<file path="config.mk">
export PLATFORM = sky130hd
export DESIGN_NAME = lbp_addr_gen
export DESIGN_NICKNAME = d
export VERILOG_FILES = /design/src/rtl/lbp_pkg.sv /design/src/rtl/lbp_addr_gen.sv
export SDC_FILE = /design/constraint.sdc
export NUM_CORES = 1
export LEC_CHECK = 0
export BUFFER_PORTS_ARGS = -buffer_cell sky130_fd_sc_hd__buf_2
export CORE_MARGIN = 2
export CORE_UTILIZATION = 53
export CTS_CLUSTER_DIAMETER = 100
export DETAILED_ROUTE_END_ITERATION = 12
export GPL_TIMING_DRIVEN = 0
export PLACE_DENSITY = 0.81
export SETUP_SLACK_MARGIN = 0.2
export SLEW_MARGIN = 5
export SYNTH_ARGS = -nofsm -noshare
export SYNTH_HDL_FRONTEND = slang
export SYNTH_SLANG_ARGS = --single-unit
export TNS_END_PERCENT = 100
</file>
<file path="constraint.sdc">
create_clock -name i_clk -period 4.6 [get_ports i_clk]
set_clock_uncertainty 0.15 [all_clocks]
set_input_delay 0.69 -clock i_clk [delete_from_list [all_inputs] [get_ports i_clk]]
set_output_delay 0.69 -clock i_clk [all_outputs]
set_load 0.02 [all_outputs]
</file>
<file path="src/rtl/lbp_pkg.sv">
// ----------------------------------------------------------------------------
// lbp_pkg
// Shared types and constants for the 3x3 local binary pattern stream block.
// ----------------------------------------------------------------------------
package lbp_pkg;

    localparam int MAX_WIDTH_DEF = 1024;
    localparam int LINE_W_BITS   = 11;
    localparam int LINE_W_RESET  = 1024;
    localparam int MIN_WIDTH     = 3;
    localparam int PIX_BITS      = 8;

    localparam logic [1:0] ROW_FULL = 2'd2;

    typedef struct packed {
        logic [PIX_BITS-1:0] pixel;
        logic                frame_start;
    } t_in_item;

    typedef struct packed {
        logic [PIX_BITS-1:0] code;
        logic                row_last;
    } t_out_item;

    // Per-item flags handed from the column counter to the code stage
    typedef struct packed {
        logic has_code;
        logic row_last;
    } t_tap_ctl;

    function automatic logic [1:0] row_inc(input logic [1:0] row);
        row_inc = (row == ROW_FULL) ? row : row + 2'd1;
    endfunction

endpackage

</file>
<file path="src/rtl/lbp_addr_gen.sv">
// ----------------------------------------------------------------------------
// lbp_addr_gen
// Line width register and column/row counters; picks the line store column
// of each incoming item and flags whether it completes an interior window.
// ----------------------------------------------------------------------------
module lbp_addr_gen #(
    parameter int MAX_WIDTH = lbp_pkg::MAX_WIDTH_DEF,
    localparam int CW       = $clog2(MAX_WIDTH),
    localparam int WW       = $clog2(MAX_WIDTH + 1)
) (
    input  logic                           i_clk,
    input  logic                           i_rst_n,
    input  logic                           i_cfg_valid,
    input  logic [lbp_pkg::LINE_W_BITS-1:0] i_cfg_data,
    input  logic                           i_accept,
    input  logic                           i_frame_start,
    output logic [CW-1:0]                  o_col,
    output lbp_pkg::t_tap_ctl              o_ctl
);

    import lbp_pkg::*;

    localparam int CMPW  = (WW > LINE_W_BITS) ? WW : LINE_W_BITS;
    localparam int RST_W = (LINE_W_RESET > MAX_WIDTH) ? MAX_WIDTH :
                           (LINE_W_RESET < MIN_WIDTH) ? MIN_WIDTH : LINE_W_RESET;

    logic [WW-1:0]   r_width;
    logic [CW-1:0]   r_last_col;
    logic [CW-1:0]   r_col;
    logic [1:0]      r_row;

    logic [CMPW-1:0] cfg_ext;
    logic [CMPW-1:0] cfg_clamped;
    logic [CW-1:0]   cnt0;
    logic [1:0]      row0;
    logic [1:0]      row1;
    logic            wrap;
    logic            last;
    logic [CW-1:0]   col;
    logic [CW-1:0]   n_col;
    logic [1:0]      n_row;

    always_comb begin
        cfg_ext = CMPW'(i_cfg_data);
        if (cfg_ext < CMPW'(MIN_WIDTH)) begin
            cfg_clamped = CMPW'(MIN_WIDTH);
        end else if (cfg_ext > CMPW'(MAX_WIDTH)) begin
            cfg_clamped = CMPW'(MAX_WIDTH);
        end else begin
            cfg_clamped = cfg_ext;
        end
    end

    always_comb begin
        cnt0 = i_frame_start ? '0 : r_col;
        row0 = i_frame_start ? '0 : r_row;
        // a narrowed width can leave the count past the row end: wrap early
        wrap = WW'(cnt0) >= r_width;
        col  = wrap ? '0 : cnt0;
        row1 = wrap ? row_inc(row0) : row0;
        last = (col == r_last_col);
        n_col = last ? '0 : col + CW'(1);
        n_row = last ? row_inc(row1) : row1;
    end

    assign o_col          = col;
    assign o_ctl.has_code = (row1 == ROW_FULL) && (col >= CW'(2));
    assign o_ctl.row_last = last;

    always_ff @(posedge i_clk) begin
        if (!i_rst_n) begin
            r_width    <= WW'(RST_W);
            r_last_col <= CW'(RST_W - 1);
            r_col      <= '0;
            r_row      <= '0;
        end else begin
            if (i_cfg_valid) begin
                r_width    <= WW'(cfg_clamped);
                r_last_col <= CW'(cfg_clamped - CMPW'(1));
            end
            if (i_accept) begin
                r_col <= n_col;
                r_row <= n_row;
            end
        end
    end

endmodule

</file>
==> impl_metrics.csv, run 1 <==
group,metric,value,unit
pwr,power.total,634,uW
yosys,synthCells,324,
clocking,clk_latency,0.29,ns
route,dr.pass1.iters,5,
hold_path,hold_path.class,"flip-flop to flip-flop",
route,vias_per_cell,6.16,
global_routing,global_route.overflow_total,0,
timing,finalMaxSlewViolations,0,
outcome,status,"completed",
layout,fillerInstances,391,
worst_setup_path,critPathKind,"input port to output pin",
floorplan,dieArea,5310,um^2
worst_setup_path,end_kind,"output pin",
layout,diodes,0,
pwr,ir_drop,126,uV
global_routing,antenna_found_initial,0,
timing,max_slew_margin,58.6,%
worst_setup_path,critical_path_buf_inv_count,6,
route,ant_nets,0,
placement,port_buffers,26,
clocking,cts_buffer_depth,2,
worst_setup_path,startpoint,"i_frame_start",
clocking,numCtsBuffers,5,
floorplan,initial_utilization,54.0,%
timing,report.final.hold_viol_count,0,
timing,fmax,234,MHz
floorplan,chipHeight,72.9,um
worst_setup_path,cp_max_fo,10,
placement,post-dp-hpwl,4900,um
route,drc,0,
worst_setup_path,timing.critical_path.slowest_cell_delay,0.53,ns
layout,layout_commonest_cell,"nand2_1",
pwr,p_leak,0.00122,uW
layout,multi_input_area,1710,um^2
layout,mostFrequentLayoutCells,"nand2_1 (36), dfxtp_1 (33), inv_1 (26), buf_2 (26), o21ai_0 (21)",
route,postRouteWirelength,6550,um
clocking,cts_resized,3,
layout,ff_latch_area,661,um^2
floorplan,fp.dieW,72.9,um
yosys,netlist_area,2510,um^2
yosys,ys_top_cells_by_area,"dfxtp_1 (26%), ha_1 (8.0%), nand2_1 (5.4%)",
clocking,htreeDepth,2,
hold_path,min-delay-start,"r_col[0]",
floorplan,ios,28,
yosys,synth_edf_count,0,
yosys,synth_cell_type_count,59,
clocking,cts_setup_buffers,0,
clocking,cts_root_buf,"clkbuf_8",
worst_setup_path,cp_slowest_cell,"or4_4",
global_routing,grt_max_degree,11,
route,wl_per_cell,15.9,um
yosys,ys_seq_elements,33,
yosys,async_reset_ff_share,0,%
timing,finalSetupViolCount,0,
floorplan,num_rows,25,
timing,grt_setup_unrepaired,"true",
worst_setup_path,cp_data_required_time,3.76,ns
layout,syn_to_final_growth,12.4,%
placement,place_congestion,0.904,
layout,fin_nets,389,
layout,drive_above_1_share,15.1,%
global_routing,grt_pass1_vias,2355,
timing,worst_slew_pin_slew,0.617,ns
global_routing,grt_pass1_wl,11000,um
global_routing,grtUsageTotal,26.2,%
timing,fin_crit_sh,92.8,%
clocking,cts_sinks,33,
worst_setup_path,cp.arrival,3.43,ns
yosys,synth_ff_type,"dfxtp_1",
yosys,synthDominantCellAreaShare,26.3,%
timing,min_period,4.27,ns
yosys,seq_area_frac_synth,26.3,%
clocking,clk_transition_reported_paths,0.07,ns
worst_setup_path,critPathLaunchType,"input port",
yosys,syn_avg_cell_area,7.76,um^2
yosys,ys_warn_count,0,
yosys,synth_fp_nets,356,
yosys,yosysTopAreaCell,"dfxtp_1",
worst_setup_path,path_delay_family,"simple AND/OR/NAND/NOR gates",
clocking,cts_hold_buf,0,
route,first_iter_violations,277,
layout,instances_no_fill,412,
pwr,powerDensity,224,nW/um^2
route,vias,2537,
worst_setup_path,rr_startpoint,"r_col[0]",
clocking,cts_tree,"built",
worst_setup_path,crit_chain,"buf_2, nand2b_1, inv_1, ha_1, and4_1, o21ai_2, o221a_4, or4_4, o311ai_4, nand4_4, buf_6, inv_1, buf_4, buf_2",
job,cap_violations,0,
placement,dp_cells,404,
floorplan,design.core.area,4660,um^2
==> through the flow <==
step	instance area (um^2)	utilization, %	TNS (ns)	worst slack, ns	hold WS (ns)
final	2830	60.6	0	0.333	0.318
after detailed placement	2720	58.3	-0.121	-0.103	0.307
after global placement	2720	58.3	-0.0519	-0.0519	0.295
after CTS	2800	60.1	0	0.234	0.317
after floorplan	2520	-	0	0.394	0.285
after global routing	2830	60.6	0	0.184	0.329
==> synthesized netlist by cell type (all sizes together) (4+ instances only) <==
cell,count
a21boi,8
a21oi,12
and2,4
clkbuf,12
dfxtp,33
ha,16
inv,26
mux2i,7
nand2,36
nand2b,9
nand3,18
nand4,6
nor2,19
nor2b,18
nor3,10
o21ai,23
o22ai,8
xnor2,7
==> path summary, 6_finish.rpt <==
check / slack (ns) / cells after the start / endpoint
max: 0.33 / 14 / o_ctl[0]
min: 0.32 / 2 / r_col[0]
max reg2reg: 0.97 / 16 / r_col[8]
min reg2reg: 0.32 / 2 / r_col[0]
==> cell type report <==
class	count	area share, %
tap	54	2.39
multi-input combinational	250	60.6
clock buffer	8	2.83
sequential	33	23.4
inverter	26	3.45
buffer	15	2.74
timing repair buffer	26	4.60
==> cell families after synthesis <==
family | synth area share (%)
simple gates | 30.5
compound gates | 22.3
buf+inv | 6.62
flops | 26.3
fa+ha+maj | 7.96
xor+xnor | 3.48
mux | 2.79
==> sequential cells by signal (all words and copies together) (netlist names) <==
name	flops
r_row	2
r_last_col	10
r_width	11
r_col	10
==> tightest hold or removal path: stages, from the launching register on <==
cell	delay, ns
dfxtp_1	0.31
nand2_1	0.06
a21boi_1	0.05
==> where the power goes <==
group          internal [uW]  total, uW  switching [uW]
Clock                    108        216             109
Combinational           44.8        111            65.9
Sequential               296        307            10.6
Total                    449        634             185
==> per-layer routing <==
layer	vias to the layer above	global-route usage, %	routed length [um]
li1	1231	-	-
met1	1145	33.6	2830
met2	138	43.3	3050
met3	23	4.97	489
met4	0	10.5	177
met5	-	0	0
No activity file was read; power rests on OpenSTA's default activity.
==> run 2: changes to the inputs <==
--- a/config.mk
+++ b/config.mk
@@ -8,6 +8,7 @@
 export BUFFER_PORTS_ARGS = -buffer_cell sky130_fd_sc_hd__buf_2
 export CORE_MARGIN = 2
 export CORE_UTILIZATION = 53
+export CTS_BUF_LIST = sky130_fd_sc_hd__clkbuf_16
 export CTS_CLUSTER_DIAMETER = 100
 export DETAILED_ROUTE_END_ITERATION = 12
 export GPL_TIMING_DRIVEN = 0
==> run 2 against run 1 <==
Against the previous run: sequential power about the same; fmax shrank 0.16%; combinational power about the same; critical path depth stayed put; register-to-register slack worse by 0.03 ns; final cell count unchanged; via count increased by 1.4%; utilization increased by 1.2 points; wire length grew 2.1%; count of clock-buffer cells in the layout is 3 lower; power rose by 16%.
==> impl_metrics.csv, run 2 (synthesized netlist as in run 1, its figures left out) <==
group,metric,value,unit
hold_path,hold_path.class,"flip-flop to flip-flop",
route,ant_nets,0,
timing,min_period,4.27,ns
worst_setup_path,startpoint,"i_frame_start",
route,vias,2572,
clocking,clk_transition_reported_paths,0.05,ns
worst_setup_path,rr_startpoint,"r_col[0]",
global_routing,grt_pass1_vias,2361,
layout,fin_nets,389,
timing,max_slew_margin,57.7,%
clocking,cts_root_buf,"clkbuf_16",
route,wl_per_cell,16.2,um
route,postRouteWirelength,6690,um
timing,fmax,234,MHz
layout,multi_input_area,1710,um^2
layout,diodes,0,
floorplan,fp.dieW,72.9,um
layout,drive_above_1_share,15.1,%
job,cap_violations,0,
global_routing,grt_max_degree,11,
floorplan,chipHeight,72.9,um
global_routing,grtUsageTotal,26.7,%
clocking,htreeDepth,2,
timing,report.final.hold_viol_count,0,
global_routing,antenna_found_initial,0,
clocking,cts_setup_buffers,0,
pwr,power.total,735,uW
floorplan,design.core.area,4660,um^2
timing,finalSetupViolCount,0,
worst_setup_path,cp_slowest_cell,"or4_4",
layout,syn_to_final_growth,14.6,%
worst_setup_path,timing.critical_path.slowest_cell_delay,0.53,ns
layout,top_register,"r_width",
pwr,powerDensity,255,nW/um^2
floorplan,ios,28,
layout,reg.largest.list,"r_width: 11 flops, r_col: 10 flops, r_last_col: 10 flops",
route,drc,0,
worst_setup_path,r2r_cells,16,
layout,utilization,61.9,%
clocking,clk_latency,0.28,ns
pwr,ir_drop,134,uV
route,dr.pass1.iters,6,
clocking,cts_tree,"built",
worst_setup_path,crit_path_end,"o_ctl[0]",
timing,whs,0.316,ns
worst_setup_path,critPathLaunchType,"input port",
layout,largest_reg_flops,11,
worst_setup_path,cp_max_fo,10,
floorplan,dieArea,5310,um^2
worst_setup_path,reg2reg_slack,0.94,ns
timing,finalMaxSlewViolations,0,
global_routing,global_route.overflow_total,0,
global_routing,grt_pass1_wl,11100,um
route,first_iter_violations,245,
placement,port_buffers,26,
timing,fin_crit_sh,92.9,%
clocking,cts_sinks,33,
worst_setup_path,crit_chain,"buf_2, nand2b_1, inv_1, ha_1, and4_1, o21ai_2, o221a_4, or4_4, o311ai_4, nand4_4, buf_6, inv_1, buf_4, buf_2",
worst_setup_path,rr_endpoint,"r_col[8]",
placement,post-dp-hpwl,4900,um
route,vias_per_cell,6.24,
floorplan,initial_utilization,54.0,%
outcome,status,"completed",
hold_path,hold_depth,2,
worst_setup_path,cp.arrival,3.43,ns
layout,layout_commonest_cell,"nand2_1",
worst_setup_path,critPathKind,"input port to output pin",
timing,grt_setup_unrepaired,"true",
layout,mostFrequentLayoutCells,"nand2_1 (36), dfxtp_1 (33), inv_1 (29), buf_2 (26), o21ai_0 (21)",
layout,ff_latch_area,661,um^2
placement,place_congestion,0.904,
worst_setup_path,end_kind,"output pin",
worst_setup_path,cp_data_required_time,3.76,ns
clocking,numCtsBuffers,5,
floorplan,num_rows,25,
timing,worst_slew_pin_slew,0.629,ns
pwr,p_leak,0.00126,uW
layout,fillerInstances,383,
clocking,cts_buffer_depth,2,
clocking,cts_hold_buf,0,
==> run 2: repair_timing <==
action / CTS / global route
endpoints found under the hold margin: 0 / 0
endpoints found under the setup margin: 2 / 2
cloned: 0 / 0
gates resized for setup: 3 / 8
==> run 2: where the power goes <==
part / internal (uW) / total, uW / switching [uW]
clock: 195 / 317 / 122
combinational: 44.8 / 111 / 66.4
sequential: 297 / 307 / 10.7
total: 536 / 735 / 199
==> run 2: layout make-up <==
type | count | share of cell area (%)
inverter | 26 | 3.39
timing repair buffer | 26 | 4.51
tap | 54 | 2.34
clock inverter | 3 | 0.391
sequential | 33 | 22.9
multi-input combinational | 250 | 59.4
clock buffer | 5 | 4.34
buffer | 15 | 2.69
==> run 2: per-layer routing <==
| layer | up-vias | wire (um) | global-route usage [%] | share of wire [%] |
|---|---|---|---|---|
| li1 | 1229 | - | - | - |
| met1 | 1150 | 2740 | 33.7 | 41 |
| met2 | 157 | 3090 | 42.7 | 46 |
| met3 | 36 | 586 | 5.52 | 8.8 |
| met4 | 0 | 261 | 14.2 | 3.9 |
| met5 | - | 0 | 0 | 0 |
==> run 2: worst max-delay path, delay by kind of cell <==
kind	cells	cell delay [ns]
buffers and inverters	6	0.78
adders and majority gates	1	0.29
AOI/OAI and AO/OA	3	0.48
and+or+nand+nor	4	1.19
==> run 2: stage by stage <==
stage,area (um^2),setup slack (ns),TNS [ns],std cells
final,2880,0.326,0,412
after global routing,2880,0.175,0,412
after CTS,2860,0.234,0,412
after detailed placement,2720,-0.103,-0.121,404
after global placement,2720,-0.0519,-0.0519,404
after floorplan,2520,0.394,0,324
==> run 2: worst min path at each step <==
stage	startpoint	to	slack (ns)
2_1_floorplan	r_col[0]	r_col[0]	0.29
3_3_place_gp	r_col[0]	r_col[0]	0.30
3_5_place_dp	r_col[0]	r_col[0]	0.31
4_1_cts	r_col[0]	r_col[0]	0.31
5_1_grt	r_col[0]	r_col[0]	0.33
6_report	r_col[0]	r_col[0]	0.32
==> run 3: changes to the inputs <==
==> constraint.sdc (replaced) <==
create_clock -name i_clk -period 4.6 [get_ports i_clk]
set_clock_uncertainty 0.15 [all_clocks]
set_input_delay 0.69 -clock i_clk [delete_from_list [all_inputs] [get_ports i_clk]]
set_output_delay 0.69 -clock i_clk [all_outputs]
set_load 0.01 [all_outputs]
==> run 3 against run 2 <==
Against the previous run: worst hold slack worse by 0.0021 ns; sequential power about the same; power up 7.0%; die area unchanged; utilization up 0.54 points; design area up 0.87%; critical endpoint unchanged.
==> impl_metrics.csv, run 3 (synthesized netlist as in run 1, its figures left out) <==
group,metric,value,unit
worst_setup_path,cp_max_fo,10,
clocking,htreeDepth,2,
layout,mostFrequentLayoutCells,"nand2_1 (36), dfxtp_1 (33), inv_1 (26), buf_2 (26), o21ai_0 (21)",
timing,max_slew_margin,58.0,%
clocking,cts_hold_buf,0,
placement,port_buffers,26,
worst_setup_path,cp.arrival,3.45,ns
timing,min_period,4.29,ns
placement,post-dp-hpwl,4920,um
worst_setup_path,critPathLaunchType,"input port",
route,dr.pass1.iters,6,
clocking,cts_setup_buffers,0,
worst_setup_path,critPathKind,"input port to output pin",
route,ant_nets,0,
layout,diodes,0,
timing,grt_setup_unrepaired,"true",
layout,ff_latch_area,661,um^2
pwr,power.total,787,uW
timing,fin_crit_sh,93.3,%
layout,drive_above_1_share,16.0,%
job,cap_violations,0,
global_routing,global_route.overflow_total,0,
global_routing,grt_pass1_wl,10600,um
layout,fin_nets,389,
placement,pre_cts_ws,-0.171,ns
timing,setup_tns,0,ns
timing,worst_slew_pin_slew,0.625,ns
clocking,cts_resized,4,
global_routing,grtUsageTotal,25.7,%
clocking,cts_root_buf,"clkbuf_16",
pwr,powerDensity,270,nW/um^2
timing,finalSetupViolCount,0,
timing,finalMaxSlewViolations,0,
layout,largest_reg_flops,11,
route,vias_per_cell,6.22,
pwr,p_leak,0.00126,uW
timing,report.final.hold_viol_count,0,
layout,syn_to_final_growth,15.6,%
floorplan,fp.dieW,72.9,um
layout,reg.largest.list,"r_width: 11 flops, r_col: 10 flops, r_last_col: 10 flops",
floorplan,ios,28,
clocking,clk_transition_reported_paths,0.05,ns
hold_path,hold_path.class,"flip-flop to flip-flop",
global_routing,grt_pass1_vias,2262,
route,drc,0,
clocking,cts_tree,"built",
route,first_iter_violations,257,
floorplan,dieArea,5310,um^2
worst_setup_path,end_kind,"output pin",
clocking,cts_buffer_depth,2,
clocking,cts_sinks,33,
timing,fmax,233,MHz
route,postRouteWirelength,6660,um
layout,multi_input_area,1720,um^2
global_routing,antenna_found_initial,0,
outcome,status,"completed",
floorplan,initial_utilization,54.0,%
placement,place_congestion,0.903,
global_routing,grt_max_degree,11,
worst_setup_path,cp_data_required_time,3.76,ns
floorplan,chipHeight,72.9,um
layout,top_register,"r_width",
floorplan,design.core.area,4660,um^2
route,vias,2557,
route,wl_per_cell,16.2,um
pwr,ir_drop,202,uV
clocking,numCtsBuffers,5,
layout,fillerInstances,409,
floorplan,num_rows,25,
timing,setup_ws,0.308,ns
clocking,clk_latency,0.28,ns
layout,layout_commonest_cell,"nand2_1",
[run 3: routing by layer]
layer	GRT usage [%]	routed length (um)	share of wire, %
met4	10.3	128	1.9
met1	33.9	2890	43
met5	0	0	0
met3	4.42	509	7.6
met2	41.5	3130	47
[run 3: cell type report]
type | count | share of cell area (%)
multi-input cells | 250 | 59.1
repair buffers | 26 | 4.48
clock buffers | 5 | 4.30
inverters | 26 | 3.36
well taps | 54 | 2.32
plain buffers | 15 | 2.54
flip-flops and latches | 33 | 22.7
clock inverters | 2 | 1.20
[run 3: critical path, stage by stage]
cell      delay (ns)
buf_2           0.16
nand2b_1        0.32
inv_1           0.10
ha_1            0.30
and4_1          0.21
o21ai_2         0.07
o221a_4         0.32
or4_4           0.53
o311ai_4        0.09
nand4_4         0.19
buf_6           0.20
inv_1           0.05
buf_4           0.09
buf_2           0.11
[run 3: worst paths after layout]
kind	slack (ns)	start	cells after the start	end
setup / recovery	0.31	i_frame_start	14	o_ctl[0]
hold / removal	0.31	r_col[0]	2	r_col[0]
setup reg to reg	0.94	r_col[0]	16	r_col[8]
hold reg to reg	0.31	r_col[0]	2	r_col[0]
[run 3: per-stage QoR]
stage | std cells | utilization, % | cell area (um^2) | hold WS (ns)
global placement | 404 | 58.2 | 2710 | 0.295
detailed placement | 404 | 58.2 | 2710 | 0.307
floorplan | 324 | - | 2510 | 0.285
CTS | 411 | 61.9 | 2880 | 0.315
global route | 411 | 62.4 | 2910 | 0.330
finish | 411 | 62.4 | 2910 | 0.314
[run 3: where the power goes]
part | switching [uW] | internal (uW) | total, uW
Sequential | 10.5 | 297 | 307
Combinational | 66.3 | 44.5 | 111
Clock | 117 | 251 | 368
Total | 194 | 592 | 787
