File: config.mk
export PLATFORM = sky130hd
export DESIGN_NAME = lbp_code_unit
export DESIGN_NICKNAME = d
export VERILOG_FILES = /design/src/rtl/lbp_pkg.sv /design/src/rtl/lbp_code_unit.sv
export SDC_FILE = /design/constraint.sdc
export NUM_CORES = 1
export LEC_CHECK = 0
export BUFFER_PORTS_ARGS = -buffer_cell sky130_fd_sc_hd__buf_4
export CAP_MARGIN = 15
export CORE_AREA = 4 4 103 105
export CTS_BUF_LIST = sky130_fd_sc_hd__clkbuf_4
export DETAILED_ROUTE_END_ITERATION = 16
export DIE_AREA = 0 0 107 109
export GPL_ROUTABILITY_DRIVEN = 0
export PLACE_DENSITY_LB_ADDON = 0.05
export SYNTH_ARGS = -nofsm -noshare
export SYNTH_HDL_FRONTEND = slang
export SYNTH_SLANG_ARGS = --single-unit
File: constraint.sdc
create_clock -name i_clk -period 2.5 [get_ports i_clk]
set_clock_uncertainty 0.15 [all_clocks]
set_input_delay 0.5 -clock i_clk [delete_from_list [all_inputs] [get_ports i_clk]]
set_output_delay 0.5 -clock i_clk [all_outputs]
set_load 0.01 [all_outputs]
File: src/rtl/lbp_pkg.sv
// ----------------------------------------------------------------------------
// lbp_pkg
// Shared types and constants for the 3x3 local binary pattern stream block.
// ----------------------------------------------------------------------------
package lbp_pkg;

    localparam int MAX_WIDTH_DEF = 1024;
    localparam int LINE_W_BITS   = 11;
    localparam int LINE_W_RESET  = 1024;
    localparam int MIN_WIDTH     = 3;
    localparam int PIX_BITS      = 8;

    localparam logic [1:0] ROW_FULL = 2'd2;

    typedef struct packed {
        logic [PIX_BITS-1:0] pixel;
        logic                frame_start;
    } t_in_item;

    typedef struct packed {
        logic [PIX_BITS-1:0] code;
        logic                row_last;
    } t_out_item;

    // Per-item flags handed from the column counter to the code stage
    typedef struct packed {
        logic has_code;
        logic row_last;
    } t_tap_ctl;

    function automatic logic [1:0] row_inc(input logic [1:0] row);
        row_inc = (row == ROW_FULL) ? row : row + 2'd1;
    endfunction

endpackage

File: src/rtl/lbp_code_unit.sv
// ----------------------------------------------------------------------------
// lbp_code_unit
// Read-modify-write stage for the line store, 3x3 window registers, the
// eight neighbour compares and the output register.
// ----------------------------------------------------------------------------
module lbp_code_unit #(
    parameter int MAX_WIDTH = lbp_pkg::MAX_WIDTH_DEF,
    localparam int CW       = $clog2(MAX_WIDTH),
    localparam int PW       = lbp_pkg::PIX_BITS
) (
    input  logic                i_clk,
    input  logic                i_rst_n,
    input  logic                i_accept,
    input  logic [PW-1:0]       i_px,
    input  logic [CW-1:0]       i_col,
    input  lbp_pkg::t_tap_ctl   i_ctl,
    input  logic [2*PW-1:0]     i_rd_data,
    output logic                o_we,
    output logic [CW-1:0]       o_waddr,
    output logic [2*PW-1:0]     o_wdata,
    output logic                o_in_ready,
    output logic                o_out_valid,
    input  logic                i_out_ready,
    output lbp_pkg::t_out_item  o_out_data
);

    import lbp_pkg::*;

    logic            r_b_valid;
    logic [PW-1:0]   r_b_px;
    logic [CW-1:0]   r_b_col;
    t_tap_ctl        r_b_ctl;
    logic            r_fwd;
    logic [2*PW-1:0] r_fwd_data;
    logic [PW-1:0]   r_win [6];
    logic            r_out_valid;
    t_out_item       r_out;

    logic [2*PW-1:0] line_word;
    logic [PW-1:0]   top;
    logic [PW-1:0]   mid;
    logic [PW-1:0]   centre;
    logic [PW-1:0]   code;
    logic            out_free;
    logic            b_go;

    // the item ahead writes its column on the edge this one reads it
    assign line_word = r_fwd ? r_fwd_data : i_rd_data;
    assign top       = line_word[2*PW-1:PW];
    assign mid       = line_word[PW-1:0];
    assign centre    = r_win[4];

    always_comb begin
        code[0] = r_win[0] > centre;
        code[1] = r_win[3] > centre;
        code[2] = top      > centre;
        code[3] = mid      > centre;
        code[4] = r_b_px   > centre;
        code[5] = r_win[5] > centre;
        code[6] = r_win[2] > centre;
        code[7] = r_win[1] > centre;
    end

    assign out_free   = !r_out_valid || i_out_ready;
    assign b_go       = r_b_valid && (!r_b_ctl.has_code || out_free);
    assign o_in_ready = !r_b_valid || b_go;

    assign o_we    = b_go;
    assign o_waddr = r_b_col;
    assign o_wdata = {mid, r_b_px};

    always_ff @(posedge i_clk) begin
        if (!i_rst_n) begin
            r_b_valid   <= 1'b0;
            r_out_valid <= 1'b0;
            for (int i = 0; i < 6; i++) begin
                r_win[i] <= '0;
            end
        end else begin
            if (i_accept) begin
                r_b_valid <= 1'b1;
            end else if (b_go) begin
                r_b_valid <= 1'b0;
            end
            if (b_go && r_b_ctl.has_code) begin
                r_out_valid <= 1'b1;
            end else if (i_out_ready) begin
                r_out_valid <= 1'b0;
            end
            if (b_go) begin
                r_win[0] <= r_win[3];
                r_win[1] <= r_win[4];
                r_win[2] <= r_win[5];
                r_win[3] <= top;
                r_win[4] <= mid;
                r_win[5] <= r_b_px;
            end
        end
    end

    always_ff @(posedge i_clk) begin
        if (i_accept) begin
            r_b_px     <= i_px;
            r_b_col    <= i_col;
            r_b_ctl    <= i_ctl;
            r_fwd      <= b_go && (r_b_col == i_col);
            r_fwd_data <= {mid, r_b_px};
        end
        if (b_go && r_b_ctl.has_code) begin
            r_out.code     <= code;
            r_out.row_last <= r_b_ctl.row_last;
        end
    end

    assign o_out_valid = r_out_valid;
    assign o_out_data  = r_out;

endmodule

==> results of run 1 <==
-- worst max-delay path, stage by stage, from the launching register on --
cell	delay (ps)
edfxtp_1	400
buf_12	180
mux2i_1	330
inv_1	140
buf_4	160
-- through the flow --
step	cells	setup slack, ps
finish	582	225
global route	582	120
CTS	582	199
detailed placement	566	339
global placement	566	376
floorplan	370	381
-- report_power, final --
group          internal [mW]  switching [mW]
combinational          0.288           0.324
clock                  0.320           0.491
sequential              1.89          0.0538
total                   2.50           0.869
-- registers in the layout (all words and copies together) (netlist names) --
register and flops:
r_b_ctl 2, r_b_valid 1, r_win 48, o_out_data 9, o_waddr 10, o_out_valid 1
r_fwd 1, r_fwd_data 16, r_b_px 8
-- layout by cell type, fill, tap and decap left out, drive strengths merged, types with 2 or more instances in the layout --
master / n
nand2b: 2
dfxtp: 2
nor2b: 9
a21oi: 32
o211ai: 8
nand4: 18
nand2: 10
a21boi: 3
edfxtp: 94
xnor2: 10
mux2: 14
inv: 15
nand3: 2
buf: 82
mux2i: 2
nor2: 12
ha: 64
o21ai: 8
clkbuf: 11
o22a: 8
and3: 37
clkinv: 4
-- cell type report --
cell class	count	area [um^2]
Multi-Input combinational cell	240	2010
Sequential cell	96	2860
Inverter	15	56.3
Tap cell	133	166
Fill cell	838	3770
Clock buffer	11	82.6
Clock inverter	5	47.5
Timing Repair Buffer	82	641
-- worst paths after layout --
path,startpoint,end,slack [ps]
hold / removal,i_ctl[1],r_b_ctl[1],90
setup / recovery,r_fwd,o_wdata[8],220
setup reg to reg,r_fwd,o_out_data[4],320
hold reg to reg,r_b_ctl[0],o_out_data[0],290
-- kinds of logic after synthesis --
family	share of synthesized area (%)
flip-flops	56.5
AND/OR/NAND/NOR	10.9
adder cells (fa/ha/maj)	15.8
AO/OA/AOI/OAI	7.18
buffers and inverters	3.90
multiplexers	4.10
XOR/XNOR	1.73
-- cells in the mapped netlist --
cell type	number
nand2_1	9
dfxtp_1	2
nor2_2	10
nor2_1	2
nor2b_1	8
a21boi_4	1
ha_1	64
o22a_1	8
clkbuf_1	6
nor2b_4	1
nand2b_1	2
buf_12	1
mux2_4	8
nand3_1	2
xnor2_1	10
nand4_1	18
buf_2	1
nand2_4	1
mux2i_1	2
mux2_2	6
o21ai_0	8
nor3_1	1
inv_1	15
a21oi_1	32
buf_4	8
and3_1	37
a21boi_0	2
o211ai_1	8
buf_6	3
edfxtp_1	94
-- layer usage --
metal | up-vias | track usage [%] | wire length [um]
met5 | - | 0 | 0
met4 | 0 | 7.85 | 241
met3 | 18 | 3.61 | 525
met2 | 89 | 32.1 | 5010
met1 | 1511 | 24.3 | 4600
li1 | 1567 | - | -
==> flow_metrics.env, run 1 <==
export IMPL_portBuffers=77
export IMPL_grt_max_degree=49
export IMPL_crit_type="reg -> out"
export IMPL_root_buffer="clkbuf_4"
export IMPL_stdcell_area_um2=5870
export IMPL_postPlaceCellArea_um2=5740
export IMPL_cts_resized=0
export IMPL_setup_viol=0
export IMPL_io_pins=78
export IMPL_ir_drop_v=0.000313
export IMPL_slew_viol_final=0
export IMPL_r2r_cells=7
export IMPL_grt_pass1_wl_um=16900
export IMPL_num_rows=36
export IMPL_synthDistinctLibCells=30
export IMPL_hold_path_cell_count=1
export IMPL_htree_num_levels=3
export IMPL_cts_setup_buffers=0
export IMPL_fmax_mhz=439
export IMPL_vias=3185
export IMPL_syn_area_um2=5070
export IMPL_gr_total_overflow=0
export IMPL_maxSlewHeadroom_pct=65.1
export IMPL_synth_area_top_cells="edfxtp_1 56%, ha_1 16%, and3_1 4.6%, a21oi_1 3.2%, mux2_4 2.4%"
export IMPL_nets=548
export IMPL_status="finished, final reports clean"
export IMPL_finalCritPeriodShare_pct=91.0
export IMPL_syn_area_per_cell_um2=13.7
export IMPL_critical_path_arrival_ps=1630
export IMPL_crit_path_end_kind="output port"
export IMPL_drt_iter0_drc=125
export IMPL_worst_pin_slew_ps=523
export IMPL_cts_hold_buf=0
export IMPL_clk_latency_ps=420
export IMPL_vias_per_cell=5.47
export IMPL_cts_made_buffers=9
export IMPL_clkSinkCount=96
export IMPL_coreArea_um2=9640
export IMPL_die_h_um=109
export IMPL_finalCriticalPeriod_ps=2280
export IMPL_synth_nets=474
export IMPL_ctsLongestPathBuffers=2
export IMPL_first_global_vias=3398
export IMPL_drc_errors=0
export IMPL_antenna_found_initial=0
export IMPL_tns_ps=0
export IMPL_clk_pin_slew_worst_paths_ps=140
export IMPL_synth_seq_cells=96
export IMPL_dp_hpwl_um=7270
export IMPL_routed_wl_um=10400
export IMPL_syn2layout_area_growth_pct=15.7
export IMPL_ys_warn_count=0
export IMPL_drtAntennaViolNets=0
export IMPL_cp_max_fo=16
export IMPL_postSynthCellCount=370
export IMPL_power_density_nw_per_um2=574
export IMPL_diodes=0
export IMPL_synth_top_area_cell="edfxtp_1"
export IMPL_power_leakage_nw=2.50
export IMPL_required_ps=1850
export IMPL_cts_tree="built"
export IMPL_start_util_pct=52.6
export IMPL_whs_ps=91.9
export IMPL_startpoint_type="register"
export IMPL_die_x_um=107
export IMPL_wl_per_cell_um=17.8
export IMPL_hold_violations=0
export IMPL_ys_seq_area_share_pct=56.5
export IMPL_dieArea_um2=11700
export IMPL_dr_pass1_iters=4
export IMPL_grt_setup_unrepaired="no"
export IMPL_drive_above_1_share_pct=27.6
export IMPL_hold_class="in -> reg"
export IMPL_gr_usage_all_layers_pct=19.0
export IMPL_power_mw=3.37
export IMPL_synth_top_area_share_pct=55.7
export IMPL_fin_util_pct=60.9
export IMPL_cap_violations=0
No activity file was read; power rests on OpenSTA's default activity.
==> inputs of run 2 (changes only) <==
Settings changed: ABC_AREA set to 1, CORE_AREA 4 4 103 105 to 4 4 106 108, DIE_AREA 0 0 107 109 to 0 0 110 112.
==> flow_metrics.env, run 2 <==
export IMPL_status="finished, final reports clean"
export IMPL_stdcell_area_um2=6310
export IMPL_dp_hpwl_um=7750
export IMPL_synth_top_area_share_pct=52.0
export IMPL_nets=718
export IMPL_postSynthCellCount=525
export IMPL_vias_per_cell=4.79
export IMPL_synth_flop_cell="edfxtp_1"
export IMPL_dieArea_um2=12300
export IMPL_synth_top_area_cell="edfxtp_1"
export IMPL_power_leakage_nw=2.97
export IMPL_layout_common_cells="98 x inv_1, 96 x nand2_1, 94 x edfxtp_1"
export IMPL_power_mw=3.43
export IMPL_yosys_area_share_simple_pct=16.7
export IMPL_required_ps=1850
export IMPL_crit_path_end_kind="output port"
export IMPL_synth_compound_area_share_pct=4.84
export IMPL_slew_viol_final=0
export IMPL_critical_path_arrival_ps=1690
export IMPL_hold_violations=0
export IMPL_cts_hold_buf=0
export IMPL_maxSlewHeadroom_pct=61.3
export IMPL_clockPowerShare_pct=24.8
export IMPL_largest_reg_flops=48
export IMPL_antenna_found_initial=0
export IMPL_cts_setup_buffers=0
export IMPL_ys_seq_area_share_pct=52.8
export IMPL_worst_pin_slew_ps=580
export IMPL_cpMaxStageDelayCell="edfxtp_1"
export IMPL_synth_area_top_cells="edfxtp_1 52%, ha_1 15%, inv_1 6.8%, nand2_1 6.7%, nor2_1 4.4%"
export IMPL_dr_pass1_iters=4
export IMPL_synth_nets=629
export IMPL_final_cells=755
export IMPL_drc_errors=0
export IMPL_htree_num_levels=3
export IMPL_grt_max_degree=39
export IMPL_synth_edf_count=94
export IMPL_io_pins=78
export IMPL_intPower_mw=2.49
export IMPL_wl_per_cell_um=14.0
export IMPL_hold_class="in -> reg"
export IMPL_tns_ps=0
export IMPL_fmax_mhz=428
export IMPL_synth_common_cells="98 x inv_1, 97 x nand2_1, 94 x edfxtp_1, 64 x ha_1, 63 x nor2_1"
export IMPL_dpl_cell_count=739
export IMPL_async_reset_ff_share_pct=0
export IMPL_syn2layout_area_growth_pct=16.3
export IMPL_routed_wl_um=10600
export IMPL_synthDistinctLibCells=23
export IMPL_root_buffer="clkbuf_4"
export IMPL_synth_seq_cells=96
export IMPL_postPlaceCellArea_um2=6170
export IMPL_drt_iter0_drc=130
export IMPL_die_x_um=110
export IMPL_layout_setup_ws_ps=161
export IMPL_syn_area_um2=5430
export IMPL_dp_slack_ps=350
export IMPL_cts_resized=0
export IMPL_gr_usage_all_layers_pct=18.2
export IMPL_start_util_pct=53.0
export IMPL_first_global_vias=3633
export IMPL_whs_ps=75.7
export IMPL_cts_tree="built"
export IMPL_ir_drop_v=0.000344
export IMPL_clk_latency_ps=450
export IMPL_portBuffers=77
export IMPL_synthAdderAreaFrac_pct=14.8
export IMPL_final_common_cell="inv_1"
export IMPL_cp_max_fo=12
export IMPL_grt_setup_unrepaired="no"
export IMPL_max_stage_delay_ps=410
export IMPL_fin_util_pct=61.7
export IMPL_syn_area_per_cell_um2=10.3
export IMPL_grt_pass1_wl_um=17100
export IMPL_ctsLongestPathBuffers=2
export IMPL_ys_warn_count=0
export IMPL_setup_viol=0
export IMPL_p_switching_uw=939
export IMPL_cap_violations=0
export IMPL_cts_made_buffers=9
export IMPL_gr_total_overflow=0
export IMPL_drtAntennaViolNets=0
export IMPL_top_register="r_win"
export IMPL_finalCriticalPeriod_ps=2340
export IMPL_diodes=0
export IMPL_clk_pin_slew_worst_paths_ps=140
export IMPL_num_rows=37
export IMPL_synth_mux_area_share_pct=0.184
export IMPL_startpoint_type="register"
export IMPL_coreArea_um2=10200
export IMPL_crit_top_cell="buf_4"
export IMPL_drive_above_1_share_pct=22.0
export IMPL_cp_top_family="buffers and inverters"
export IMPL_die_h_um=112
export IMPL_synth_top_family_by_area="simple AND/OR/NAND/NOR gates"
export IMPL_finalCritPeriodShare_pct=93.6
export IMPL_clkSinkCount=96
export IMPL_yosysMostFrequentCell="inv_1"
export IMPL_crit_chain="buf_4 > o21ai_0 > inv_1 > buf_4"
export IMPL_cp_num_buf_inv=3
export IMPL_crit_type="reg -> out"
export IMPL_synthXorXnorAreaFrac_pct=1.13
export IMPL_power_switching_fraction_pct=27.4
export IMPL_p_comb_share_pct=18.5
export IMPL_power_density_nw_per_um2=543
export IMPL_vias=3616
export IMPL_seq_power_share_pct=56.6
==> run 2: final cells by class <==
class                   instances  area [um^2]
fillers                       847         3920
flip-flops and latches         96         2860
multi-input cells             313         2040
repair buffers                 94          718
inverters                     100          378
well taps                     136          170
clock buffers                  11         82.6
clock inverters                 5         58.8
==> run 2: per-layer routing <==
| metal | global-route usage [%] | vias to the layer above | share of wire (%) |
|---|---|---|---|
| li1 | - | 1870 | - |
| met1 | 22.7 | 1674 | 44 |
| met2 | 31.1 | 63 | 50 |
| met3 | 4.70 | 9 | 4.8 |
| met4 | 4.90 | 0 | 0.83 |
| met5 | 0 | - | 0 |
==> run 2: logic make-up (layout without fill, tap and decap cells) <==
kind of cell | count (synthesis) | in the layout
AND/OR/NAND/NOR | 193 | 193
buffers and inverters | 116 | 210
flip-flops | 96 | 96
adder cells (fa/ha/maj) | 64 | 64
AO/OA/AOI/OAI | 48 | 48
XOR/XNOR | 7 | 7
multiplexers | 1 | 1
==> run 2: power by group through the flow <==
| stage | sequential [mW] | combinational, mW | clock [mW] |
|---|---|---|---|
| floorplan | 1.98 | 0.391 | 0 |
| global placement | 1.98 | 0.615 | 0 |
| detailed placement | 1.98 | 0.644 | 0 |
| CTS | 1.94 | 0.647 | 0.868 |
| global route | 1.95 | 0.733 | 0.929 |
| finish | 1.94 | 0.636 | 0.852 |
==> run 2: final timing paths <==
path	startpoint	end	slack [ps]	cells after the start
setup / recovery	r_fwd	o_wdata[8]	160	4
hold / removal	i_ctl[1]	r_b_ctl[1]	80	1
setup reg to reg	r_fwd	o_out_data[4]	340	9
hold reg to reg	r_b_ctl[0]	o_out_data[0]	290	0
==> inputs of run 3 (changes only) <==
Settings changed: CORE_AREA 4 4 106 108 to 4 4 101 103, DIE_AREA 0 0 110 112 to 0 0 105 107.
Clock period 2.5 ns to 2.7 ns, I/O delays scaled along.
==> flow_metrics.env, run 3 (synthesized netlist as in run 2, its figures left out) <==
export IMPL_status="finished, final reports clean"
export IMPL_portBuffers=77
export IMPL_cts_made_buffers=9
export IMPL_clk_pin_slew_worst_paths_ps=160
export IMPL_p_comb_share_pct=18.5
export IMPL_worst_pin_slew_ps=580
export IMPL_postPlaceCellArea_um2=6130
export IMPL_fillCellCount=699
export IMPL_gr_total_overflow=0
export IMPL_slew_viol_final=0
export IMPL_layout_common_cells="98 x inv_1, 96 x nand2_1, 94 x edfxtp_1"
export IMPL_cp_top_family="flip-flops"
export IMPL_drive_above_1_share_pct=21.4
export IMPL_first_global_vias=3689
export IMPL_finalCriticalPeriod_ps=2490
export IMPL_stdcell_area_um2=6270
export IMPL_hold_class="in -> reg"
export IMPL_dp_slack_ps=321
export IMPL_whs_endpoint="r_b_px[1]"
export IMPL_startpoint_type="register"
export IMPL_clk_latency_ps=440
export IMPL_finalCritPeriodShare_pct=92.2
export IMPL_maxSlewHeadroom_pct=61.3
export IMPL_drt_iter0_drc=150
export IMPL_dp_hpwl_um=7460
export IMPL_ctsLongestPathBuffers=2
export IMPL_drtAntennaViolNets=0
export IMPL_wl_per_cell_um=14.4
export IMPL_cp_max_fo=19
export IMPL_crit_type="reg -> out"
export IMPL_power_density_nw_per_um2=508
export IMPL_num_rows=35
export IMPL_die_x_um=105
export IMPL_hold_violations=0
export IMPL_hold_path_cell_count=1
export IMPL_io_pins=78
export IMPL_diodes=0
export IMPL_htree_num_levels=3
export IMPL_cap_violations=0
export IMPL_die_h_um=107
export IMPL_vias=3675
export IMPL_largest_reg_flops=48
export IMPL_power_switching_fraction_pct=27.8
export IMPL_r2r_cells=9
export IMPL_cpMaxStageDelayCell="edfxtp_1"
export IMPL_crit_path_end_kind="output port"
export IMPL_crit_top_cell="buf_4"
export IMPL_syn2layout_area_growth_pct=15.6
export IMPL_grt_setup_unrepaired="no"
export IMPL_coreArea_um2=9200
export IMPL_cts_resized=0
export IMPL_crit_chain="buf_4 > o21ai_1 > inv_1 > buf_4"
export IMPL_r2r_end="o_out_data[3]"
export IMPL_ir_drop_v=0.000268
export IMPL_layout_setup_ws_ps=209
export IMPL_cp_num_buf_inv=3
export IMPL_gr_usage_all_layers_pct=19.8
export IMPL_top_register="r_win"
export IMPL_setup_viol=0
export IMPL_rrSetupSlack_ps=370
export IMPL_intPower_mw=2.30
export IMPL_dieArea_um2=11200
export IMPL_critical_path_arrival_ps=1800
export IMPL_power_mw=3.19
export IMPL_grt_max_degree=49
export IMPL_rr_startpoint="r_fwd"
export IMPL_p_switching_uw=886
export IMPL_hp_start="i_px[1]"
export IMPL_fmax_mhz=401
export IMPL_max_stage_delay_ps=560
export IMPL_tns_ps=0
export IMPL_clockPowerShare_pct=25.1
export IMPL_power_leakage_nw=2.96
export IMPL_root_buffer="clkbuf_4"
export IMPL_grt_pass1_wl_um=17400
export IMPL_antenna_found_initial=0
export IMPL_routed_wl_um=10500
export IMPL_start_util_pct=59.0
export IMPL_clkSinkCount=96
export IMPL_required_ps=2010
export IMPL_seq_power_share_pct=56.4
export IMPL_drc_errors=0
export IMPL_final_common_cell="inv_1"
export IMPL_nets=715
export IMPL_dr_pass1_iters=4
export IMPL_cts_setup_buffers=0
export IMPL_cts_tree="built"
export IMPL_cts_hold_buf=0
export IMPL_vias_per_cell=5.06
==> run 3: final cells by class <==
class                   instances  area [um^2]  share of cell area [%]
inverters                     100          378                    6.02
multi-input cells             313         2040                    32.6
repair buffers                 91          708                    11.3
clock buffers                  10         75.1                    1.20
well taps                     111          139                    2.21
flip-flops and latches         96         2860                    45.6
clock inverters                 6         67.6                    1.08
==> run 3: worst register-to-register path: cells and delay by family, from the launching register on <==
kind                     cells  cell delay [ps]
buffers and inverters        2              340
flip-flops                   1              560
AO/OA/AOI/OAI                2              340
AND/OR/NAND/NOR              4              410
adder cells (fa/ha/maj)      1              300
==> run 3: metrics by stage <==
stage,utilization [%],hold WS [ps],cells
after floorplan,-,250,525
after global placement,66.7,252,711
after detailed placement,66.7,257,711
after CTS,68.2,88.0,727
after global routing,68.2,76.5,727
final,68.2,104,727
==> run 3: how the worst max path moves through the flow <==
stage | start | endpoint | cells past startpoint
global route | r_fwd | o_wdata[11] | 5
detailed placement | r_fwd | o_out_data[4] | 10
finish | r_fwd | o_wdata[11] | 4
floorplan | i_out_ready | r_win[0][0] | 4
CTS | r_fwd | o_wdata[11] | 4
global placement | r_fwd | o_out_data[4] | 10
==> run 3: power groups by stage <==
stage,Sequential [mW],Combinational (mW),Clock [mW]
final,1.80,0.591,0.799
after detailed placement,1.83,0.593,0
after global routing,1.81,0.679,0.887
after global placement,1.83,0.566,0
after CTS,1.80,0.596,0.814
after floorplan,1.83,0.362,0
==> run 3: layer usage <==
layer	vias up	GRT usage, %	part of all wire [%]
li1	1873	-	-
met2	97	33.8	48
met1	1691	25.0	44
met4	0	6.84	1.7
met3	14	4.46	6.3
met5	-	0	0
